<file path="src/rtl/core/checked_int24_alu_unit_defines.svh">
// ---------------------------------------------------------------------------
// Checked int24 ALU assertion macros
// Shared property forms for the concurrent checks of the ALU unit.
// ---------------------------------------------------------------------------
`ifndef CHECKED_INT24_ALU_UNIT_DEFINES_SVH
`define CHECKED_INT24_ALU_UNIT_DEFINES_SVH

// Same-cycle implication, disabled during reset.
`define CI24_ASSERT_NOW(lbl, clk, rst_n, ante, cons, msg) \
    lbl: assert property (@(posedge clk) disable iff (!(rst_n)) (ante) |-> (cons)) \
        else $error(msg);

// Next-cycle implication, disabled during reset.
`define CI24_ASSERT_NEXT(lbl, clk, rst_n, ante, cons, msg) \
    lbl: assert property (@(posedge clk) disable iff (!(rst_n)) (ante) |=> (cons)) \
        else $error(msg);

`endif

</file>
<file path="src/rtl/core/ci24_pkg.sv">
// ---------------------------------------------------------------------------
// Checked int24 ALU package
// Widths, opcodes, status codes and word types shared by the ALU modules.
// ---------------------------------------------------------------------------
package ci24_pkg;

    localparam int DATA_WIDTH = 24;
    localparam int WIDE_WIDTH = 2 * DATA_WIDTH;

    localparam logic [1:0] OP_ADD = 2'd0;
    localparam logic [1:0] OP_SUB = 2'd1;
    localparam logic [1:0] OP_MUL = 2'd2;
    localparam logic [1:0] OP_DIV = 2'd3;

    localparam logic [1:0] ST_OK       = 2'd0;
    localparam logic [1:0] ST_OVERFLOW = 2'd1;
    localparam logic [1:0] ST_ZERO_DIV = 2'd2;

    typedef struct packed {
        logic [1:0]                   opcode;
        logic signed [DATA_WIDTH-1:0] operand_a;
        logic signed [DATA_WIDTH-1:0] operand_b;
    } t_in_word;

    typedef struct packed {
        logic signed [DATA_WIDTH-1:0] result_value;
        logic [1:0]                   status;
    } t_out_word;

    // Data that rides alongside the divider stages.
    typedef struct packed {
        logic [1:0]            op;
        logic                  zdiv;
        logic                  qneg;
        logic [WIDE_WIDTH-1:0] val;
    } t_side;

    // Restoring divider state: partial remainder, shifting dividend/quotient, divisor.
    typedef struct packed {
        logic [DATA_WIDTH-1:0] rem;
        logic [DATA_WIDTH-1:0] nq;
        logic [DATA_WIDTH-1:0] dvs;
    } t_div;

endpackage

</file>
<file path="src/rtl/core/ci24_div_pipe.sv">
// ---------------------------------------------------------------------------
// Checked int24 ALU divider pipeline
// Unsigned restoring divider, one quotient bit per register stage.
// ---------------------------------------------------------------------------
module ci24_div_pipe
    import ci24_pkg::*;
(
    input  logic                  i_clk,
    input  logic                  i_rst_n,
    input  logic                  i_en,
    input  logic                  i_valid,
    input  t_side                 i_side,
    input  t_div                  i_div,
    output logic                  o_valid,
    output t_side                 o_side,
    output logic [DATA_WIDTH-1:0] o_quot
);

    logic  r_valid [DATA_WIDTH];
    t_side r_side  [DATA_WIDTH];
    t_div  r_div   [DATA_WIDTH];

    logic  w_valid [DATA_WIDTH+1];
    t_side w_side  [DATA_WIDTH+1];
    t_div  w_div   [DATA_WIDTH+1];

    assign w_valid[0] = i_valid;
    assign w_side[0]  = i_side;
    assign w_div[0]   = i_div;

    for (genvar k = 0; k < DATA_WIDTH; k++) begin : g_stage
        logic [DATA_WIDTH:0] w_trial;
        logic                w_ge;
        t_div                n_div;

        assign w_valid[k+1] = r_valid[k];
        assign w_side[k+1]  = r_side[k];
        assign w_div[k+1]   = r_div[k];

        always_comb begin
            w_trial = {w_div[k].rem, w_div[k].nq[DATA_WIDTH-1]} - {1'b0, w_div[k].dvs};
            w_ge    = !w_trial[DATA_WIDTH];
            n_div.dvs = w_div[k].dvs;
            n_div.nq  = {w_div[k].nq[DATA_WIDTH-2:0], w_ge};
            if (w_ge) begin
                n_div.rem = w_trial[DATA_WIDTH-1:0];
            end else begin
                n_div.rem = {w_div[k].rem[DATA_WIDTH-2:0], w_div[k].nq[DATA_WIDTH-1]};
            end
        end

        always_ff @(posedge i_clk) begin
            if (!i_rst_n) begin
                r_valid[k] <= 1'b0;
            end else if (i_en) begin
                r_valid[k] <= w_valid[k];
            end
        end

        always_ff @(posedge i_clk) begin
            if (i_en) begin
                r_side[k] <= w_side[k];
                r_div[k]  <= n_div;
            end
        end
    end

    assign o_valid = w_valid[DATA_WIDTH];
    assign o_side  = w_side[DATA_WIDTH];
    assign o_quot  = w_div[DATA_WIDTH].nq;

endmodule

</file>
<file path="config.mk">
export PLATFORM = sky130hd
export DESIGN_NAME = ci24_div_pipe
export DESIGN_NICKNAME = d
export VERILOG_FILES = /design/src/rtl/core/checked_int24_alu_unit_defines.svh /design/src/rtl/core/ci24_pkg.sv /design/src/rtl/core/ci24_div_pipe.sv
export SDC_FILE = /design/constraint.sdc
export NUM_CORES = 2
export LEC_CHECK = 0
export BUFFER_PORTS_ARGS = -buffer_cell sky130_fd_sc_hd__buf_2
export CORE_MARGIN = 2
export CORE_UTILIZATION = 45
export DETAILED_ROUTE_END_ITERATION = 10
export SETUP_SLACK_MARGIN = 0.1
export SYNTH_ARGS = -nofsm -noshare
export SYNTH_HDL_FRONTEND = slang
export SYNTH_SLANG_ARGS = --single-unit
</file>
<file path="constraint.sdc">
create_clock -name i_clk -period 6.13 [get_ports i_clk]
set_clock_uncertainty 0.15 [all_clocks]
set_input_delay 1.226 -clock i_clk [delete_from_list [all_inputs] [get_ports i_clk]]
set_output_delay 1.226 -clock i_clk [all_outputs]
set_load 0.01 [all_outputs]
</file>
-- Yosys cells after proc, flatten, opt, wreduce, memory -nomap -nowiden
Memories as Yosys holds them, arrays and structs flattened.
Cells that the tools add are included.
- register bits after elaboration: 0
- bits in writable memories: 3000
- logic and storage cells: 128
- memories: 3
- $add $sub $neg: 24
- mux-type cells: 53
- bitwise gates (word level): 24
- reduce and logical (&&, ||, !) cells: 24
- memory list (name ; depth ; width ; rd ports ; clocked after memory_dff ; write ports ; line ; text):
    r_div ; 24 ; 72 ; 24 ; 0 ; 24 ; ci24_div_pipe.sv:21 ; t_div r_div [DATA_WIDTH];
    r_side ; 24 ; 52 ; 24 ; 0 ; 24 ; ci24_div_pipe.sv:20 ; t_side r_side [DATA_WIDTH];
    r_valid ; 24 ; 1 ; 24 ; 0 ; 24 ; ci24_div_pipe.sv:19 ; logic r_valid [DATA_WIDTH];
- operator list (operator ; number):
    subtractor 25 x 24 -> 25 bit ; 24
    2-to-1 mux 24 bit ; 24
    2-to-1 mux 1 bit ; 29
    zero test 1 bit ; 24
    OR 1 bit ; 24

-- Depth between registers and ports, before layout
- word-level depth: 4
- gate-level depth with buffers: 15
- gate-level depth less buffers: 14

-- Worst setup path before layout
OpenSTA, ideal clock, no wires.
- path kind: input -> register
- from: input port i_div[47] (netlist name)
- to: memory r_div[0][57] (netlist name) (data pin)
- setup time: 0.260 ns
- data arrival time: 4.020 ns
- setup slack: 1.700 ns
- cell stages on the path: 13
- path buffers: 1
- cells stage by stage: inv_1 ha_1 inv_1 fa_1 a21oi_1 o2bb2ai_1 o41a_1 a41o_1 a22o_1 o41ai_4 xnor2_2 buf_6 mux2_4
- RTL lines (item ; line ; text):
    start: declaration ; ci24_div_pipe.sv:13 ; input t_div i_div,
    end: declaration ; ci24_div_pipe.sv:21 ;

==> run_summary.xml <==
<?xml version="1.0" encoding="UTF-8"?>
<metrics>
  <group name="power">
    <metric name="netSwitchingFraction" unit="%">30.3</metric>
    <metric name="seqPwrFrac" unit="%">40.8</metric>
    <metric name="vdd_ir_drop_max" unit="uV">250</metric>
    <metric name="power_per_cell_area" unit="nW/um2">502</metric>
    <metric name="internal" unit="uW">48900</metric>
    <metric name="switchingPower" unit="uW">21300</metric>
    <metric name="share_comb_of_total_power" unit="%">33.2</metric>
    <metric name="static-leakage-power" unit="uW">0.0528</metric>
    <metric name="power_frac_clock" unit="%">26.0</metric>
  </group>
  <group name="clocking">
    <metric name="max-clock-path-buffers" unit="">4</metric>
    <metric name="clock_sink_count" unit="">2952</metric>
    <metric name="clk_transition_reported_paths" unit="ns">0.06</metric>
    <metric name="cts_tree" unit="">yes</metric>
    <metric name="clock_latency" unit="ns">0.90</metric>
    <metric name="ctsRootBufferMaster" unit="">sky130_fd_sc_hd__clkbuf_16</metric>
    <metric name="ctsHoldBuffers" unit="">0</metric>
    <metric name="cts_made_buffers" unit="">323</metric>
    <metric name="post_cts_buffers" unit="">0</metric>
    <metric name="number_of_gates_resized_after_cts" unit="">0</metric>
    <metric name="cts_max_level" unit="">5</metric>
  </group>
  <group name="job">
    <metric name="cap_violations" unit="">0</metric>
  </group>
  <group name="sta">
    <metric name="setup_viol_count_final" unit="">0</metric>
    <metric name="finalHoldViolations" unit="">0</metric>
    <metric name="worst_hold_slack" unit="ns">0.242</metric>
    <metric name="post-route-min-period" unit="ns">4.83</metric>
    <metric name="final_max_slew_violation_count" unit="">0</metric>
    <metric name="max_slew.worst_pin.slew" unit="ns">1.08</metric>
    <metric name="timing.final.crit_share" unit="%">78.8</metric>
    <metric name="maxClockFrequency" unit="MHz">207</metric>
    <metric name="grt_setup_unrepaired" unit="">no</metric>
    <metric name="setup_tns" unit="ns">0</metric>
    <metric name="rel_slew_slack" unit="%">26.2</metric>
  </group>
  <group name="global_route">
    <metric name="grt-ovfl-total" unit="">0</metric>
    <metric name="largest_net_degree_at_the_start_of_global_routing" unit="">178</metric>
    <metric name="grt_first_pass_wirelength" unit="um">332000</metric>
    <metric name="number_of_antenna_violations_at_the_first_check_in_global_routing" unit="">3</metric>
    <metric name="grt.total_usage" unit="%">14.4</metric>
    <metric name="via_count_of_the_first_global_routing_pass" unit="">64300</metric>
  </group>
  <group name="layout">
    <metric name="fillers" unit="">22700</metric>
    <metric name="multi_input_area" unit="um2">32200</metric>
    <metric name="layout.area.seq" unit="um2">88600</metric>
    <metric name="final_layout_size_suffix_gt1_share" unit="%">14.6</metric>
    <metric name="finish.cell_count_without_fillers" unit="">12300</metric>
    <metric name="design.final.nets" unit="">9075</metric>
    <metric name="most_common_library_cell_in_the_layout_ignoring_fill_and_taps" unit="">sky130_fd_sc_hd__edfxtp_1</metric>
    <metric name="areaGrowthSynthToFinish" unit="%">12.5</metric>
    <metric name="fin_area" unit="um2">140000</metric>
    <metric name="most_frequent_cells_in_the_layout" unit="">sky130_fd_sc_hd__edfxtp_1, sky130_fd_sc_hd__inv_1, sky130_fd_sc_hd__ha_1</metric>
  </group>
  <group name="worst_hold_path">
    <metric name="hold_class" unit="">register to register</metric>
  </group>
  <group name="floorplanning">
    <metric name="design.core.area" unit="um2">276000</metric>
    <metric name="dieHeight" unit="um">530</metric>
    <metric name="std_cell_rows" unit="">193</metric>
    <metric name="start_util" unit="%">45.1</metric>
    <metric name="ioPinCount" unit="">205</metric>
    <metric name="die_width" unit="um">530</metric>
    <metric name="die-area" unit="um2">281000</metric>
  </group>
  <group name="outcome">
    <metric name="status" unit="">complete, no violations</metric>
  </group>
  <group name="route">
    <metric name="routed-wl-met2" unit="um">104000</metric>
    <metric name="dr.max_layer_used" unit="">met4</metric>
    <metric name="drt-pass1-iter-count" unit="">5</metric>
    <metric name="number_of_design_rule_violations_left_after_detail_routing" unit="">0</metric>
    <metric name="initialDrtViolationCount" unit="">4004</metric>
    <metric name="detail_route.vias_per_cell" unit="">5.11</metric>
    <metric name="drtAntennaViolNets" unit="">0</metric>
    <metric name="route.met3.wl" unit="um">8430</metric>
    <metric name="route.vias.total" unit="">62900</metric>
    <metric name="wl_met1" unit="um">87600</metric>
    <metric name="finalWirelength" unit="um">206000</metric>
    <metric name="avgRoutedWirePerCell" unit="um">16.7</metric>
  </group>
  <group name="critical_path">
    <metric name="end_kind" unit="">register</metric>
    <metric name="cpPeakStageDelay" unit="ns">0.67</metric>
    <metric name="slowest_stage_cell_crit_path" unit="">sky130_fd_sc_hd__nor3_2</metric>
    <metric name="req_time_crit_path" unit="ns">6.56</metric>
    <metric name="setup.worst_path.end" unit="">r_div[1][483]$_DFFE_PP_</metric>
    <metric name="cp_cell_sequence" unit="">inv_1 -&gt; ha_1 -&gt; inv_1 -&gt; fa_1 -&gt; a211oi_1 -&gt; o21ai_0 -&gt; a21o_1 -&gt; a211oi_2 -&gt; o21ai_1 -&gt; a21bo_2 -&gt; and4b_1 -&gt; nor3_2 -&gt; inv_2 -&gt; mux2_2</metric>
    <metric name="worstSetupStartpointType" unit="">register</metric>
    <metric name="worst_r2r_endpoint" unit="">r_div[1][483]$_DFFE_PP_</metric>
    <metric name="critical_path_class" unit="">register to register</metric>
    <metric name="worstRegToRegCells" unit="">14</metric>
    <metric name="worst_r2r_src" unit="">r_div[1][407]$_DFFE_PP_</metric>
    <metric name="highest_net_fanout_along_the_worst_path" unit="">23</metric>
    <metric name="r2r_slack" unit="ns">1.30</metric>
    <metric name="worst-endpoint-arrival" unit="ns">5.26</metric>
    <metric name="setup.worst_path.start" unit="">r_div[1][407]$_DFFE_PP_</metric>
    <metric name="cell_mode_on_critical_path" unit="">sky130_fd_sc_hd__inv_1</metric>
  </group>
  <group name="logic_synthesis">
    <metric name="synth_top_cell_area_share" unit="%">71.2</metric>
    <metric name="synth.largest_area_cell" unit="">sky130_fd_sc_hd__edfxtp_1</metric>
    <metric name="synthTopCellsByArea" unit="">sky130_fd_sc_hd__edfxtp_1, sky130_fd_sc_hd__ha_1, sky130_fd_sc_hd__mux2_2</metric>
    <metric name="synthesis.nets" unit="">8661</metric>
    <metric name="ys_dominant_reg_cell" unit="">sky130_fd_sc_hd__edfxtp_1</metric>
    <metric name="async_reset_ff_share" unit="%">0</metric>
    <metric name="postSynthRegisterBits" unit="">2952</metric>
    <metric name="synth_seq_area_share" unit="%">71.2</metric>
    <metric name="synth-edff-count" unit="">2951</metric>
    <metric name="synth-warning-count" unit="">0</metric>
    <metric name="synthesis.instances" unit="">7935</metric>
    <metric name="yosysUniqueCellTypes" unit="">81</metric>
    <metric name="synthesis.area" unit="um2">124000</metric>
    <metric name="syn_avg_cell_area" unit="um2">15.7</metric>
  </group>
  <group name="place">
    <metric name="place.gp.congestion" unit="">0.884</metric>
    <metric name="placed_standard_cell_area" unit="um2">130000</metric>
    <metric name="place.port_buffers" unit="">204</metric>
    <metric name="hpwl_after_dpl" unit="um">136000</metric>
    <metric name="placed_cells_incl_taps" unit="">11700</metric>
  </group>
</metrics>
cell usage after synthesis, types with 57 or more instances:
| library cell | count |
|---|---|
| sky130_fd_sc_hd__a21o_1 | 209 |
| sky130_fd_sc_hd__a21oi_1 | 446 |
| sky130_fd_sc_hd__a31oi_1 | 62 |
| sky130_fd_sc_hd__and3_1 | 59 |
| sky130_fd_sc_hd__buf_4 | 83 |
| sky130_fd_sc_hd__clkbuf_1 | 64 |
| sky130_fd_sc_hd__edfxtp_1 | 2951 |
| sky130_fd_sc_hd__ha_1 | 575 |
| sky130_fd_sc_hd__inv_1 | 711 |
| sky130_fd_sc_hd__mux2_2 | 479 |
| sky130_fd_sc_hd__nand2_1 | 210 |
| sky130_fd_sc_hd__nand2b_1 | 57 |
| sky130_fd_sc_hd__nand3_1 | 97 |
| sky130_fd_sc_hd__nor2_1 | 342 |
| sky130_fd_sc_hd__nor2b_1 | 83 |
| sky130_fd_sc_hd__nor3_1 | 65 |
| sky130_fd_sc_hd__o21a_1 | 92 |
| sky130_fd_sc_hd__o21ai_0 | 247 |
| sky130_fd_sc_hd__xnor2_1 | 298 |
| sky130_fd_sc_hd__xor2_1 | 155 |
area by class of cell:
class                           count  share of cell area [%]
Clock inverter                    174                    1.03
Multi-Input combinational cell   4087                    23.0
Sequential cell                  2952                    63.3
Clock buffer                      403                    6.11
Timing Repair Buffer              273                    1.29
Tap cell                         3705                    3.31
Antenna cell                        1                 0.00179
Inverter                          712                    1.91
state kept, by name (all words and copies together), names as in the netlist:
register / flops
r_div: 1680
r_side: 1248
r_valid: 24
worst max-delay path: cells and delay by family, from the launching register on:
kind	cells	cell delay [ns]
compound gates	6	1.61
fa+ha+maj	2	0.58
buf+inv	3	0.58
flops	1	0.36
mux	1	0.40
simple gates	2	0.86
worst min path at each step:
| stage | depth (start not counted) | slack [ns] | endpoint | start |
|---|---|---|---|---|
| 3_3_place_gp | 0 | 0.25 | r_side[1][293]$_DFFE_PP_ | r_side[1][241]$_DFFE_PP_ |
| 5_1_grt | 0 | 0.25 | r_div[1][318]$_DFFE_PP_ | r_div[1][245]$_DFFE_PP_ |
| 4_1_cts | 0 | 0.24 | r_side[0][258]$_DFFE_PP_ | r_side[0][206]$_DFFE_PP_ |
| 6_report | 0 | 0.24 | r_side[0][258]$_DFFE_PP_ | r_side[0][206]$_DFFE_PP_ |
| 3_5_place_dp | 0 | 0.25 | r_div[0][115]$_DFFE_PP_ | r_div[0][42]$_DFFE_PP_ |
| 2_1_floorplan | 0 | 0.25 | r_div[0][100]$_DFFE_PP_ | r_div[0][27]$_DFFE_PP_ |
power groups by stage:
stage	Sequential, uW	Clock, uW	Combinational (uW)
finish	28600	18300	23300
CTS	28700	19000	23300
floorplan	28200	0	18500
detailed placement	29000	0	23000
global route	28900	19800	25800
global placement	29000	0	22400
through the flow:
stage               total power (uW)  util [%]  worst slack [ns]
floorplan                      46700         -              1.70
global placement               51400      47.1              1.05
detailed placement             52100      47.1              1.01
CTS                            71000      50.7              1.29
global route                   74500      50.7              1.02
finish                         70200      50.7              1.30
per-layer routing:
layer | GRT usage, % | vias up
met2 | 25.4 | 1127
met4 | 5.02 | 0
met5 | 0 | -
met1 | 17.8 | 30600
li1 | - | 30700
met3 | 2.56 | 431
cell families after synthesis:
group                    Yosys count  share of synthesized area [%]
flip-flops                      2952                           71.2
buffers and inverters            896                           3.01
AO/OA/AOI/OAI                   1426                           7.35
adder cells (fa/ha/maj)          598                           6.15
XOR/XNOR                         458                           3.25
AND/OR/NAND/NOR                 1082                           4.27
multiplexers                     523                           4.74
(Power assumes the default switching activity.)
